`src/rtl/led_boot_and_breathing_sequencer_core_assert.svh`:
```
// Assertion macros for the LED boot and breathing sequencer.
// Included by files that check their own logic; no other dependencies.
`ifndef LED_BOOT_AND_BREATHING_SEQUENCER_CORE_ASSERT_SVH
`define LED_BOOT_AND_BREATHING_SEQUENCER_CORE_ASSERT_SVH
`ifndef SYNTH
`define LBBS_ASSERT_SAME(lbl, clk, rst, ante, cons, msg) \
  lbl: assert property (@(posedge clk) disable iff (rst) (ante) |-> (cons)) else $error(msg);
`define LBBS_ASSERT_NEXT(lbl, clk, rst, ante, cons, msg) \
  lbl: assert property (@(posedge clk) disable iff (rst) (ante) |=> (cons)) else $error(msg);
`else
`define LBBS_ASSERT_SAME(lbl, clk, rst, ante, cons, msg)
`define LBBS_ASSERT_NEXT(lbl, clk, rst, ante, cons, msg)
`endif
`endif

```
`src/rtl/lbbs_pkg.sv`:
```
// Shared types and constants for the LED boot and breathing sequencer.
// No dependencies.
`timescale 1ns / 1ps
`default_nettype none
package lbbs_pkg;

  localparam int unsigned ADDR_W = 5;
  localparam int unsigned DATA_W = 32;

  // register indexes
  localparam logic [2:0] REG_BOOT_SLIDES   = 3'd0;
  localparam logic [2:0] REG_BOOT_BLINKS   = 3'd1;
  localparam logic [2:0] REG_RAMP_TIME     = 3'd2;
  localparam logic [2:0] REG_FADE_STEP     = 3'd3;
  localparam logic [2:0] REG_FADE_INTERVAL = 3'd4;
  localparam logic [2:0] REG_MAX_LEVEL     = 3'd5;
  localparam logic [2:0] REG_MIN_LEVEL     = 3'd6;

  // register reset values
  localparam logic [3:0]  RST_BOOT_SLIDES   = 4'd3;
  localparam logic [3:0]  RST_BOOT_BLINKS   = 4'd3;
  localparam logic [14:0] RST_RAMP_TIME     = 15'd1000;
  localparam logic [7:0]  RST_FADE_STEP     = 8'd5;
  localparam logic [15:0] RST_FADE_INTERVAL = 16'd20;
  localparam logic [7:0]  RST_MAX_LEVEL     = 8'd255;
  localparam logic [7:0]  RST_MIN_LEVEL     = 8'd0;

  // boot animation thresholds in ms
  localparam logic [15:0] T_SLIDE_GREEN  = 16'd150;
  localparam logic [15:0] T_SLIDE_YELLOW = 16'd300;
  localparam logic [15:0] T_SLIDE_WHITE  = 16'd400;
  localparam logic [15:0] T_SLIDE_OFF    = 16'd500;
  localparam logic [15:0] T_BLINK_WHITE  = 16'd200;
  localparam logic [15:0] T_BLINK_OFF    = 16'd400;
  localparam logic [7:0]  FULL_ON        = 8'd255;

  typedef struct packed {
    logic [15:0] now_ms;
    logic        caps_on;
  } scan_t;

  typedef struct packed {
    logic [7:0] red;
    logic [7:0] green;
    logic [7:0] blue;
    logic       last;
  } led_t;

  typedef struct packed {
    logic [3:0]  boot_slides;
    logic [3:0]  boot_blinks;
    logic [14:0] ramp_time_ms;
    logic [7:0]  fade_step;
    logic [15:0] fade_interval_ms;
    logic [7:0]  max_level;
    logic [7:0]  min_level;
  } cfg_t;

  typedef struct packed {
    logic       load_slides;
    logic       load_blinks;
    logic [3:0] count;
  } preset_t;

  typedef enum logic [1:0] {
    KIND_SLIDE = 2'd0,
    KIND_BLINK = 2'd1,
    KIND_LEVEL = 2'd2
  } kind_t;

  // One scan's worth of LED writes: a prefix of a fixed sequence, or one gray level.
  typedef struct packed {
    kind_t      kind;
    logic [2:0] cnt;
    logic [7:0] lvl;
  } rec_t;

endpackage
`default_nettype wire

```
`src/rtl/led_boot_and_breathing_sequencer_core.sv`:
```
// LED boot and breathing sequencer, top level.
// A scan's first LED write passes the record queue, then the output register.
// Throughput: one scan per cycle while the record queue has room; the back end
// drains one LED write per cycle while the output is popped or empty.
// Reset (synchronous): queue and output empty, registers to defaults, boot counters
// preset, timing state and level cleared.
`timescale 1ns / 1ps
`default_nettype none
`include "led_boot_and_breathing_sequencer_core_assert.svh"
module led_boot_and_breathing_sequencer_core #(
  parameter int unsigned QUEUE_DEPTH = 4
) (
  input  wire logic                        clk,
  input  wire logic                        rst,
  input  wire logic                        push,
  output logic                             full,
  input  wire lbbs_pkg::scan_t             scan,
  output logic                             empty,
  input  wire logic                        pop,
  output lbbs_pkg::led_t                   led,
  input  wire logic                        psel,
  input  wire logic                        penable,
  input  wire logic                        pwrite,
  input  wire logic [lbbs_pkg::ADDR_W-1:0] paddr,
  input  wire logic [lbbs_pkg::DATA_W-1:0] pwdata,
  output logic      [lbbs_pkg::DATA_W-1:0] prdata,
  output logic                             pready
);

  lbbs_pkg::cfg_t    cfg;
  lbbs_pkg::preset_t preset;
  lbbs_pkg::rec_t    wr_rec, head;
  logic              accept, rec_push, q_nonempty, q_full, head_pop;

  assign full   = q_full;
  assign accept = push && !q_full;

  lbbs_regs u_regs (
    .clk     (clk),
    .rst     (rst),
    .psel    (psel),
    .penable (penable),
    .pwrite  (pwrite),
    .paddr   (paddr),
    .pwdata  (pwdata),
    .prdata  (prdata),
    .pready  (pready),
    .cfg     (cfg),
    .preset  (preset)
  );

  lbbs_front u_front (
    .clk      (clk),
    .rst      (rst),
    .cfg      (cfg),
    .preset   (preset),
    .accept   (accept),
    .scan     (scan),
    .rec_push (rec_push),
    .rec      (wr_rec)
  );

  lbbs_fifo #(
    .DEPTH (QUEUE_DEPTH)
  ) u_fifo (
    .clk      (clk),
    .rst      (rst),
    .wr_en    (rec_push),
    .wr_rec   (wr_rec),
    .rd_en    (head_pop),
    .rd_rec   (head),
    .nonempty (q_nonempty),
    .is_full  (q_full)
  );

  lbbs_back u_back (
    .clk        (clk),
    .rst        (rst),
    .head       (head),
    .head_valid (q_nonempty),
    .head_pop   (head_pop),
    .led        (led),
    .empty      (empty),
    .pop        (pop)
  );

  `LBBS_ASSERT_NEXT(a_drain_moves, clk, rst, q_nonempty && empty, !empty, "queued record did not reach the output stage")
  `LBBS_ASSERT_SAME(a_no_push_full, clk, rst, q_full, !rec_push, "record pushed into a full queue")
  `LBBS_ASSERT_SAME(a_rec_nonzero, clk, rst, rec_push, wr_rec.cnt != 3'd0 && wr_rec.cnt <= 3'd4, "queued record has a bad write count")
  `LBBS_ASSERT_SAME(a_pop_valid, clk, rst, head_pop, q_nonempty, "back end popped an empty queue")

endmodule
`default_nettype wire

```
`src/rtl/lbbs_regs.sv`:
```
// Configuration register file with APB-style access.
// Depends on lbbs_pkg.
`timescale 1ns / 1ps
`default_nettype none
module lbbs_regs (
  input  wire logic                       clk,
  input  wire logic                       rst,
  input  wire logic                       psel,
  input  wire logic                       penable,
  input  wire logic                       pwrite,
  input  wire logic [lbbs_pkg::ADDR_W-1:0] paddr,
  input  wire logic [lbbs_pkg::DATA_W-1:0] pwdata,
  output logic      [lbbs_pkg::DATA_W-1:0] prdata,
  output logic                            pready,
  output lbbs_pkg::cfg_t                  cfg,
  output lbbs_pkg::preset_t               preset
);

  logic       wr_en;
  logic [2:0] idx;

  assign pready = 1'b1;
  assign wr_en  = psel && penable && pwrite;
  assign idx    = paddr[4:2];

  always_ff @(posedge clk) begin
    if (rst) begin
      cfg.boot_slides      <= lbbs_pkg::RST_BOOT_SLIDES;
      cfg.boot_blinks      <= lbbs_pkg::RST_BOOT_BLINKS;
      cfg.ramp_time_ms     <= lbbs_pkg::RST_RAMP_TIME;
      cfg.fade_step        <= lbbs_pkg::RST_FADE_STEP;
      cfg.fade_interval_ms <= lbbs_pkg::RST_FADE_INTERVAL;
      cfg.max_level        <= lbbs_pkg::RST_MAX_LEVEL;
      cfg.min_level        <= lbbs_pkg::RST_MIN_LEVEL;
    end else if (wr_en) begin
      unique case (idx)
        lbbs_pkg::REG_BOOT_SLIDES:   cfg.boot_slides      <= pwdata[3:0];
        lbbs_pkg::REG_BOOT_BLINKS:   cfg.boot_blinks      <= pwdata[3:0];
        lbbs_pkg::REG_RAMP_TIME:     cfg.ramp_time_ms     <= pwdata[14:0];
        lbbs_pkg::REG_FADE_STEP:     cfg.fade_step        <= pwdata[7:0];
        lbbs_pkg::REG_FADE_INTERVAL: cfg.fade_interval_ms <= pwdata[15:0];
        lbbs_pkg::REG_MAX_LEVEL:     cfg.max_level        <= pwdata[7:0];
        lbbs_pkg::REG_MIN_LEVEL:     cfg.min_level        <= pwdata[7:0];
        default: ;
      endcase
    end
  end

  // Writing a boot count also restarts that part of the animation.
  always_comb begin
    preset.load_slides = wr_en && (idx == lbbs_pkg::REG_BOOT_SLIDES);
    preset.load_blinks = wr_en && (idx == lbbs_pkg::REG_BOOT_BLINKS);
    preset.count       = pwdata[3:0];
  end

  always_comb begin
    prdata = '0;
    unique case (idx)
      lbbs_pkg::REG_BOOT_SLIDES:   prdata[3:0]  = cfg.boot_slides;
      lbbs_pkg::REG_BOOT_BLINKS:   prdata[3:0]  = cfg.boot_blinks;
      lbbs_pkg::REG_RAMP_TIME:     prdata[14:0] = cfg.ramp_time_ms;
      lbbs_pkg::REG_FADE_STEP:     prdata[7:0]  = cfg.fade_step;
      lbbs_pkg::REG_FADE_INTERVAL: prdata[15:0] = cfg.fade_interval_ms;
      lbbs_pkg::REG_MAX_LEVEL:     prdata[7:0]  = cfg.max_level;
      lbbs_pkg::REG_MIN_LEVEL:     prdata[7:0]  = cfg.min_level;
      default: ;
    endcase
  end

endmodule
`default_nettype wire

```
`src/rtl/lbbs_front.sv`:
```
// Scan front end: updates boot and breathing state and classifies each scan
// into at most one record of LED writes. Depends on lbbs_pkg.
`timescale 1ns / 1ps
`default_nettype none
module lbbs_front (
  input  wire logic              clk,
  input  wire logic              rst,
  input  wire lbbs_pkg::cfg_t    cfg,
  input  wire lbbs_pkg::preset_t preset,
  input  wire logic              accept,
  input  wire lbbs_pkg::scan_t   scan,
  output logic                   rec_push,
  output lbbs_pkg::rec_t         rec
);

  logic [15:0] mark_time, mark_time_next;
  logic [15:0] last_step_time, last_step_time_next;
  logic [7:0]  level, level_next;
  logic [3:0]  slides_left, slides_left_next;
  logic [3:0]  blinks_left, blinks_left_next;
  logic        caps_was_on, caps_was_on_next;

  logic [15:0] elapsed;
  logic [16:0] diff;
  logic        due;
  logic [8:0]  rise_sum;
  logic [8:0]  fall_lim;
  logic [15:0] ramp_twice;
  logic [2:0]  k;

  assign elapsed    = scan.now_ms - mark_time;
  assign diff       = {1'b0, elapsed} - {1'b0, last_step_time};
  assign due        = !diff[16] && (diff[15:0] > cfg.fade_interval_ms);
  assign rise_sum   = {1'b0, level} + {1'b0, cfg.fade_step};
  assign fall_lim   = {1'b0, cfg.min_level} + {1'b0, cfg.fade_step};
  assign ramp_twice = {cfg.ramp_time_ms, 1'b0};

  always_comb begin
    mark_time_next      = mark_time;
    last_step_time_next = last_step_time;
    level_next          = level;
    slides_left_next    = slides_left;
    blinks_left_next    = blinks_left;
    caps_was_on_next    = caps_was_on;
    rec.kind            = lbbs_pkg::KIND_LEVEL;
    rec.cnt             = 3'd0;
    rec.lvl             = '0;
    k                   = 3'd0;

    if (slides_left != 4'd0) begin
      k = {2'b0, elapsed > lbbs_pkg::T_SLIDE_GREEN} + {2'b0, elapsed > lbbs_pkg::T_SLIDE_YELLOW}
        + {2'b0, elapsed > lbbs_pkg::T_SLIDE_WHITE} + {2'b0, elapsed > lbbs_pkg::T_SLIDE_OFF};
      rec.kind = lbbs_pkg::KIND_SLIDE;
      rec.cnt  = k;
      // level follows the red of the final write: green and off are dark red
      priority case (k)
        3'd1, 3'd4: level_next = '0;
        3'd2, 3'd3: level_next = lbbs_pkg::FULL_ON;
        default: ;
      endcase
      if (elapsed > lbbs_pkg::T_SLIDE_OFF) begin
        mark_time_next   = scan.now_ms;
        slides_left_next = slides_left - 4'd1;
      end
    end else if (blinks_left != 4'd0) begin
      k = {2'b0, elapsed > lbbs_pkg::T_BLINK_WHITE} + {2'b0, elapsed > lbbs_pkg::T_BLINK_OFF};
      rec.kind = lbbs_pkg::KIND_BLINK;
      rec.cnt  = k;
      priority case (k)
        3'd1: level_next = lbbs_pkg::FULL_ON;
        3'd2: level_next = '0;
        default: ;
      endcase
      if (elapsed > lbbs_pkg::T_BLINK_OFF) begin
        mark_time_next   = scan.now_ms;
        blinks_left_next = blinks_left - 4'd1;
      end
    end else if (scan.caps_on) begin
      caps_was_on_next = 1'b1;
      priority if (elapsed < {1'b0, cfg.ramp_time_ms}) begin
        if (due && (level < cfg.max_level)) begin
          rec.cnt = 3'd1;
          rec.lvl = (rise_sum > {1'b0, cfg.max_level}) ? cfg.max_level : rise_sum[7:0];
          last_step_time_next = elapsed;
        end
      end else if (elapsed < ramp_twice) begin
        if (due && (level > cfg.min_level)) begin
          rec.cnt = 3'd1;
          rec.lvl = ({1'b0, level} > fall_lim) ? (level - cfg.fade_step) : cfg.min_level;
          last_step_time_next = elapsed;
        end
      end else begin
        rec.cnt             = 3'd1;
        rec.lvl             = '0;
        last_step_time_next = '0;
        mark_time_next      = scan.now_ms;
      end
      if (rec.cnt != 3'd0) begin
        level_next = rec.lvl;
      end
    end else if (caps_was_on) begin
      rec.cnt          = 3'd1;
      rec.lvl          = '0;
      level_next       = '0;
      caps_was_on_next = 1'b0;
    end
  end

  assign rec_push = accept && (rec.cnt != 3'd0);

  always_ff @(posedge clk) begin
    if (rst) begin
      mark_time      <= '0;
      last_step_time <= '0;
      level          <= '0;
      slides_left    <= lbbs_pkg::RST_BOOT_SLIDES;
      blinks_left    <= lbbs_pkg::RST_BOOT_BLINKS;
      caps_was_on    <= 1'b0;
    end else begin
      if (accept) begin
        mark_time      <= mark_time_next;
        last_step_time <= last_step_time_next;
        level          <= level_next;
        caps_was_on    <= caps_was_on_next;
      end
      // preset the boot counter on the same beat that writes its register
      if (preset.load_slides) begin
        slides_left <= preset.count;
      end else if (accept) begin
        slides_left <= slides_left_next;
      end
      if (preset.load_blinks) begin
        blinks_left <= preset.count;
      end else if (accept) begin
        blinks_left <= blinks_left_next;
      end
    end
  end

endmodule
`default_nettype wire

```
`src/rtl/lbbs_fifo.sv`:
```
// Short record queue between the scan front end and the LED write back end.
// Depends on lbbs_pkg.
`timescale 1ns / 1ps
`default_nettype none
module lbbs_fifo #(
  parameter int unsigned DEPTH = 4
) (
  input  wire logic           clk,
  input  wire logic           rst,
  input  wire logic           wr_en,
  input  wire lbbs_pkg::rec_t wr_rec,
  input  wire logic           rd_en,
  output lbbs_pkg::rec_t      rd_rec,
  output logic                nonempty,
  output logic                is_full
);

  localparam int unsigned PTR_W = (DEPTH > 1) ? $clog2(DEPTH) : 1;
  localparam int unsigned CNT_W = $clog2(DEPTH + 1);

  lbbs_pkg::rec_t   slots [DEPTH];
  logic [PTR_W-1:0] wr_ptr, rd_ptr;
  logic [CNT_W-1:0] count;

  function automatic logic [PTR_W-1:0] bump(logic [PTR_W-1:0] p);
    bump = (p == PTR_W'(DEPTH - 1)) ? '0 : p + PTR_W'(1);
  endfunction

  assign nonempty = (count != '0);
  assign is_full  = (count == CNT_W'(DEPTH));
  assign rd_rec   = slots[rd_ptr];

  always_ff @(posedge clk) begin
    if (wr_en) begin
      slots[wr_ptr] <= wr_rec;
    end
  end

  always_ff @(posedge clk) begin
    if (rst) begin
      wr_ptr <= '0;
      rd_ptr <= '0;
      count  <= '0;
    end else begin
      if (wr_en) begin
        wr_ptr <= bump(wr_ptr);
      end
      if (rd_en) begin
        rd_ptr <= bump(rd_ptr);
      end
      priority if (wr_en && !rd_en) begin
        count <= count + CNT_W'(1);
      end else if (rd_en && !wr_en) begin
        count <= count - CNT_W'(1);
      end else begin
        count <= count;
      end
    end
  end

endmodule
`default_nettype wire

```
`src/rtl/lbbs_back.sv`:
```
// LED write back end: expands each queued record into its writes, one per beat while
// the output is popped or empty, through a registered output stage. Depends on lbbs_pkg.
`timescale 1ns / 1ps
`default_nettype none
module lbbs_back (
  input  wire logic           clk,
  input  wire logic           rst,
  input  wire lbbs_pkg::rec_t head,
  input  wire logic           head_valid,
  output logic                head_pop,
  output lbbs_pkg::led_t      led,
  output logic                empty,
  input  wire logic           pop
);

  logic [1:0]     idx;
  logic           out_valid;
  logic           load;
  logic           is_last;
  lbbs_pkg::led_t next_led;

  function automatic logic [23:0] write_color(lbbs_pkg::kind_t kind, logic [1:0] i,
                                              logic [7:0] lvl);
    logic [23:0] c;
    c = '0;
    unique case (kind)
      lbbs_pkg::KIND_SLIDE: begin
        unique case (i)
          2'd0: c = {8'd0, lbbs_pkg::FULL_ON, 8'd0};
          2'd1: c = {lbbs_pkg::FULL_ON, lbbs_pkg::FULL_ON, 8'd0};
          2'd2: c = {lbbs_pkg::FULL_ON, lbbs_pkg::FULL_ON, lbbs_pkg::FULL_ON};
          default: c = '0;
        endcase
      end
      lbbs_pkg::KIND_BLINK: begin
        c = (i == 2'd0) ? {lbbs_pkg::FULL_ON, lbbs_pkg::FULL_ON, lbbs_pkg::FULL_ON} : '0;
      end
      lbbs_pkg::KIND_LEVEL: c = {lvl, lvl, lvl};
      default: c = '0;
    endcase
    write_color = c;
  endfunction

  assign load     = !out_valid || pop;
  assign is_last  = ({1'b0, idx} == (head.cnt - 3'd1));
  assign head_pop = load && head_valid && is_last;
  assign empty    = !out_valid;

  always_comb begin
    {next_led.red, next_led.green, next_led.blue} = write_color(head.kind, idx, head.lvl);
    next_led.last = is_last;
  end

  always_ff @(posedge clk) begin
    if (load && head_valid) begin
      led <= next_led;
    end
  end

  always_ff @(posedge clk) begin
    if (rst) begin
      out_valid <= 1'b0;
      idx       <= '0;
    end else if (load) begin
      out_valid <= head_valid;
      if (head_valid) begin
        idx <= is_last ? 2'd0 : idx + 2'd1;
      end
    end
  end

endmodule
`default_nettype wire

```
`config.mk`:
```
export PLATFORM = sky130hd
export DESIGN_NAME = led_boot_and_breathing_sequencer_core
export DESIGN_NICKNAME = d
export VERILOG_FILES = /design/src/rtl/lbbs_pkg.sv /design/src/rtl/led_boot_and_breathing_sequencer_core.sv /design/src/rtl/lbbs_regs.sv /design/src/rtl/lbbs_front.sv /design/src/rtl/lbbs_fifo.sv /design/src/rtl/lbbs_back.sv
export VERILOG_INCLUDE_DIRS = /design/src /design/src/rtl
export SDC_FILE = /design/constraint.sdc
export NUM_CORES = 1
export LEC_CHECK = 0
export BUFFER_PORTS_ARGS = -buffer_cell sky130_fd_sc_hd__buf_2
export CORE_AREA = 2 2 160 162
export DETAILED_ROUTE_END_ITERATION = 8
export DIE_AREA = 0 0 162 164
export GPL_ROUTABILITY_DRIVEN = 0
export PLACE_DENSITY = 0.74
export RECOVER_POWER = 50
export SETUP_SLACK_MARGIN = 0.3
export SLEW_MARGIN = 25
export SYNTH_ARGS = -nofsm -noshare
export SYNTH_HDL_FRONTEND = slang
export SYNTH_SLANG_ARGS = --single-unit
```
`constraint.sdc`:
```
create_clock -name clk -period 21.6 [get_ports clk]
set_input_delay 3.24 -clock clk [delete_from_list [all_inputs] [get_ports clk]]
set_output_delay 3.24 -clock clk [all_outputs]
set_load 0.005 [all_outputs]
```
Word level (Yosys, flattened, before mapping)
Memories as Yosys holds them, arrays and structs flattened. A register that Yosys moved wholly into a read port is not among the register bits.
Cells that the tools add are included.
- add/sub/neg operators: 17
- reduce and logical (&&, ||, !) cells: 52
- eq/ne operators: 30
- bitwise logic cells: 2
- $lt $le $gt $ge: 12
- multiplexer cells: 60
- operator list (operator ; number):
    $mux W16 ; 11
    $pmux W24 S3 ; 2
    $mux W8 ; 9
    $mux W11 ; 5
    $gt A16 B9 Y1 const B ; 3
    $mux W4 ; 9
    $mux W9 ; 4
    $gt A16 B8 Y1 const B ; 2
    $pmux W8 S2 ; 2
    $pmux W4 S7 ; 1
    $mux W24 ; 1
    $pmux W4 S5 ; 1
    $add A8 B8 Y9 ; 2
    $sub A16 B16 Y17 ; 1
    $gt A16 B16 Y1 ; 1
    $lt A16 B15 Y1 ; 1
    $lt A16 B16 Y1 ; 1
    $reduce_and A2 Y1 ; 8
    $sub A16 B16 Y16 ; 1
    $eq A3 B2 Y1 const B ; 5
    $eq A3 B3 Y1 const B ; 5
    $pmux W7 S2 ; 1
    $reduce_bool A2 Y1 ; 7
    $logic_and A1 B1 Y1 ; 13
    other kinds (37) ; 77
- memories: 1
- flip-flop bits (word level): 147
- memory bits (writable): 52
- word-level logic and storage cells: 196
- memory list (memory ; words ; bits a word ; rd ports ; clocked after memory_dff ; write ports ; line ; RTL):
    u_fifo.slots ; 4 ; 13 ; 1 ; 1 ; 1 ; lbbs_fifo.sv:21 ; lbbs_pkg::rec_t slots [DEPTH];

Longest topological paths before layout
- word-level depth: 20
- mapped depth: 32
- gate-level depth less buffers: 32

Cells and area by module
From an unflattened synthesis, not the netlist that was laid out.
- cells, all modules: 1477
- area, all modules: 14117.3 um2
- by module, submodules not included (module ; times used ; area each (um2) ; cells each):
    lbbs_front ; 1 ; 7166.9 ; 914
    lbbs_regs ; 1 ; 3265.6 ; 338
    lbbs_fifo ; 1 ; 2323.5 ; 111
    lbbs_back ; 1 ; 1347.5 ; 113
    led_boot_and_breathing_sequencer_core ; 1 ; 13.8 ; 1

Least setup slack after synthesis
No wires, ideal clock.
- kind: in2reg
- from: input scan[1] in the netlist's numbering
- to: register u_fifo.count[2]
- required time: 21530 ps
- arrival time: 9370 ps
- buffers on the path: 0
- slack: 12159 ps
- stages: 32
- setup time: 70 ps
- path through: inv_1 ha_1 inv_1 fa_1 xnor2_1 inv_1 ha_1 o21ai_0 a21boi_0 o21ai_0 a21boi_0 o41a_1 a21oi_1 o21ai_0 a21oi_1 xnor2_1 ha_1 and3_1 nand4_1 a31oi_1 a211o_1 o221ai_1 nor3_1 a2111oi_2 or2_1 a31oi_4 ha_1 inv_1 fa_1 xor2_1 or3_1 a21oi_1
- longest elaborated chain between the ends: 19
- RTL lines (element ; line ; RTL):
    start, declared ; led_boot_and_breathing_sequencer_core.sv:17 ; input wire lbbs_pkg::scan_t scan,
    $sub A16 B16 Y16 * ; lbbs_front.sv:31 ; assign elapsed = scan.now_ms - mark_time;
    $sub A16 B16 Y17 ; lbbs_front.sv:32 ; assign diff = {1'b0, elapsed} - {1'b0, last_step_time};
    $gt A16 B16 Y1 / $logic_not A1 Y1 (equally long branches) ; lbbs_front.sv:33 ; assign due = !diff[16] && (diff[15:0] > cfg.fade_interval_ms);
    $logic_and A1 B1 Y1 ; lbbs_front.sv:33 ;
    $logic_and A1 B1 Y1 ; lbbs_front.sv:87 ; if (due && (level > cfg.min_level)) begin
    $mux W9 ; lbbs_front.sv:87 ;
    $mux W9 ; lbbs_front.sv:86 ; end else if (elapsed < ramp_twice) begin
    $mux W11 ; lbbs_front.sv:80 ; priority if (elapsed < {1'b0, cfg.ramp_time_ms}) begin
    [... 4 more ...] ; - ;
    $mux W3 ; lbbs_front.sv:65 ; end else if (blinks_left != 4'd0) begin
    $mux W5 * ; lbbs_front.sv:50 ; if (slides_left != 4'd0) begin
    $reduce_bool A3 Y1 * ; lbbs_front.sv:109 ; assign rec_push = accept && (rec.cnt != 3'd0);
    $logic_and A1 B1 Y1 * ; lbbs_front.sv:109 ;
    via rec_push ; led_boot_and_breathing_sequencer_core.sv:33 ; logic accept, rec_push, q_nonempty, q_full, head_pop;
    $logic_not A1 Y1 ; lbbs_fifo.sv:53 ; end else if (rd_en && !wr_en) begin
    $logic_and A1 B1 Y1 ; lbbs_fifo.sv:53 ;
    $reduce_bool A2 Y1 (no line) ; - ;
    end signal, assigned ; lbbs_fifo.sv:52 ; count <= count + CNT_W'(1);
    end signal, assigned ; lbbs_fifo.sv:54 ; count <= count - CNT_W'(1);
    end signal, assigned ; lbbs_fifo.sv:56 ; count <= count;
    end, declared ; lbbs_fifo.sv:23 ; logic [CNT_W-1:0] count;
Mark *: on every way through the listed nets, which the timed path passes. The rest lies on a longest branch. The select of a mux whose other input is x is not followed.
A chain may end at the register's enable or synchronous reset.

Worst setup path after layout
Same ends and word-level chain as after synthesis.

==> metrics <==
max incr delay on CP=0.68 ns; Post-CTS Setup Bufs=0; TritonRoute pass-1 iters=5; most common cell in the synthesized netlist=nand2_1; Slew @ Worst Pin=1.04 ns; Max-Cap Viols=0; switching power=about 500 uW; Initial Util=0.541; Sw Ratio=0.360; Iteration-0 DRC Markers=660; Pwr Density=a little under 100 mW/mm^2; run status=finished, final reports clean; Fill cells=around 2200; Max stage delay cell, worst path=nor3_1; layout cells sized above 1=0.103; Vias/cell=5.73; GRT Resource Usage Total=0.246; Area growth, synth to finish=9.77%; FF-to-FF End=u_fifo.count[2]; IO Count=121; syn_area_per_cell=~9 um^2; hpwl dp=roughly 24000 um; first-pass GRT wire length=roughly 53000 um; clock share of power=0.275; Final Cycle Share=0.475; Synth top cells by count=nand2_1 (179), ha_1 (147), inv_1 (131), nor2_1 (131), dfxtp_1 (124); async set or reset register ratio after synthesis=0; post-synth cell types=between 80 and 90; Synth area leaders=dfxtp_1 (18%), edfxtp_1 (17%), ha_1 (14%); vias in the first global route=10700; final slew viol count=0; WL/cell=between 15 and 20 um; worst-skew pair later-pin latency=~0.53 ns; Synth top area share=0.185; TritonCTS Buffers=24; Final Hold Viols=0; top_reg_cell synth=dfxtp_1; DIE AREA=about 0.027 mm^2; synthesized flop and latch total=roughly 200; Layout Skew=0.0250 ns; Critical path buffers and inverters=5; port buffer count=between 80 and 90; mux cell area share after synthesis=0.0715; Root Buffer=clkbuf_16; Peak supply drop=around 0.066 mV; main combinational cell family by area after synthesis=compound AO/OA/AOI/OAI gates; Slew Limit Headroom=0.301; initial antenna violation count=0; Post-route DRC=0; routed vias=10900; Post-synth EDFFs=77; largest net degree at the start of global routing=around 90; Mapped Cells=about 1500; final non-filler cell total=around 1900; Worst Path Required=between 20 and 25 ns; final WL=roughly 32000 um; antenna cells=0; hold-fix buffers at CTS=0; Synth Warn #=0; Critical Path AT=between 10 and 15 ns; CP Class=input port to register; CP delay by family, top=compound AO/OA/AOI/OAI gates; Synth area leader=dfxtp_1; Nets=1765; FF-to-FF Start=u_front.mark_time[0]; Core Region=around 0.025 mm^2; Achievable Freq=approximately 0.1 GHz; Worst Setup End Kind=register; post-route minimum period=a little over 10 ns; CTS tree=built; post-synthesis adder-cell area fraction=0.147; Logic pwr share=0.378; Flop pwr share=0.347; critical path startpoint category=input port; Post-Synth Simple-Gate Area=0.151; placed insts=approximately 1900; Max Root-Sink Buffers=3; Setup Total Neg Slack=0 ns; Critical Path Sink=u_fifo.count[2]; Clock transition at path regs=~0.060 ns; Register-to-Register Setup Slack=approximately 14 ns; post-synthesis compound-gate area fraction=0.179; worst setup path start=scan[1]; Critical Path Fanout Max=7; internal power=between 900 and 1000 uW; H-Tree Depth=1; post-CTS resize count=0; Clock Sinks=approximately 200; Lkg Pwr=0.00613 uW; endpoints failing setup=0; Seq/Total Area, Yosys=0.357; CP Depth=33; Mapped Area=~0.013 mm^2; Die Ht=164 um; setup repair after global routing missed its margin=false; XOR/XNOR Fraction of Synth Area=0.0300; ANT nets after route=0; # rows=between 50 and 60; HP Class=register to register; total grt overflow=0; Die Width=roughly 160 um; worst reg2reg path depth=31
==> flip-flops by register name (all words and copies together), names as in the netlist, named ones only <==
register	count
u_front.level	8
u_back.out_valid	1
u_front.slides_left	4
u_back.idx	2
u_front.last_step_time	16
u_fifo.wr_ptr	2
u_front.caps_was_on	1
u_back.led	25
u_fifo.slots	52
u_regs.cfg	63
u_front.blinks_left	4
u_fifo.rd_ptr	2
u_fifo.count	3
u_front.mark_time	16
==> layer usage <==
layer,vias to the layer above,global-route usage,share of wire
met3,82,0.0361,0.052
met1,5116,0.308,0.42
met4,0,0.0929,0.038
met2,305,0.432,0.49
li1,5376,-,-
met5,-,0,0
==> cells in the final DEF, fill, tap and decap left out, types with 13 or more instances in the layout <==
| master | instances |
|---|---|
| a211oi_1 | 14 |
| a21o_1 | 24 |
| a21oi_1 | 119 |
| buf_2 | 73 |
| clkbuf_1 | 17 |
| clkbuf_16 | 24 |
| conb_1 | 17 |
| dfxtp_1 | 124 |
| edfxtp_1 | 77 |
| ha_1 | 147 |
| inv_1 | 131 |
| mux2i_1 | 49 |
| mux4_2 | 14 |
| nand2_1 | 179 |
| nand2b_1 | 14 |
| nand3_1 | 20 |
| nor2_1 | 131 |
| nor2b_1 | 13 |
| nor3_1 | 25 |
| o211ai_1 | 27 |
| o21ai_0 | 64 |
| or3_1 | 19 |
| xnor2_1 | 32 |
| xor2_1 | 14 |
==> kinds of logic after synthesis <==
logic type               Yosys count
AO/OA/AOI/OAI                    358
XOR/XNOR                          46
adder cells (fa/ha/maj)          154
buffers and inverters            202
flip-flops                       201
multiplexers                      75
other                              2
AND/OR/NAND/NOR                  449
==> how the worst min path moves through the flow <==
stage / slack [ns] / end / start / depth (start not counted)
finish: 0.45 / u_front.last_step_time[6] / u_front.last_step_time[6] / 2
global route: 0.47 / u_front.last_step_time[5] / u_front.last_step_time[5] / 2
CTS: 0.45 / u_front.last_step_time[6] / u_front.last_step_time[6] / 2
detailed placement: 0.44 / u_front.last_step_time[6] / u_front.last_step_time[6] / 2
global placement: 0.44 / u_regs.cfg[56] / u_regs.cfg[56] / 2
floorplan: 0.42 / u_regs.cfg[56] / u_regs.cfg[56] / 2
==> per-stage QoR <==
step | hold slack, ns | instance area, um^2 | power (uW) | setup slack [ns] | util
global route | 0.470 | 14700 | 1530 | 10.67 | 0.594
floorplan | 0.422 | 13500 | 902 | 12.16 | -
global placement | 0.437 | 14000 | 1030 | 11.09 | 0.565
detailed placement | 0.443 | 14000 | 1040 | 10.97 | 0.565
finish | 0.454 | 14700 | 1430 | 11.34 | 0.594
CTS | 0.452 | 14800 | 1440 | 11.45 | 0.595
==> worst min-delay path, delay by kind of cell, from the launching register on <==
| kind | cells | cell delay, ns |
|---|---|---|
| AO/OA/AOI/OAI | 1 | 0.05 |
| flip-flops | 1 | 0.31 |
| AND/OR/NAND/NOR | 1 | 0.05 |
==> area by class of cell <==
type | instances | area (um^2) | share of cell area
clock inverters | 15 | 149 | 0.0101
clock buffers | 28 | 616 | 0.0418
multi-input cells | 1099 | 7800 | 0.530
repair buffers | 91 | 452 | 0.0307
well taps | 330 | 413 | 0.0280
inverters | 133 | 504 | 0.0342
flip-flops and latches | 201 | 4790 | 0.325
==> power groups by stage <==
stage,Clock (uW),Sequential (uW),Combinational [uW]
after floorplan,0,497,404
after global placement,0,502,524
after detailed placement,0,505,540
after CTS,399,497,545
after global routing,417,502,615
final,393,496,542
(Power assumes the default switching activity.)
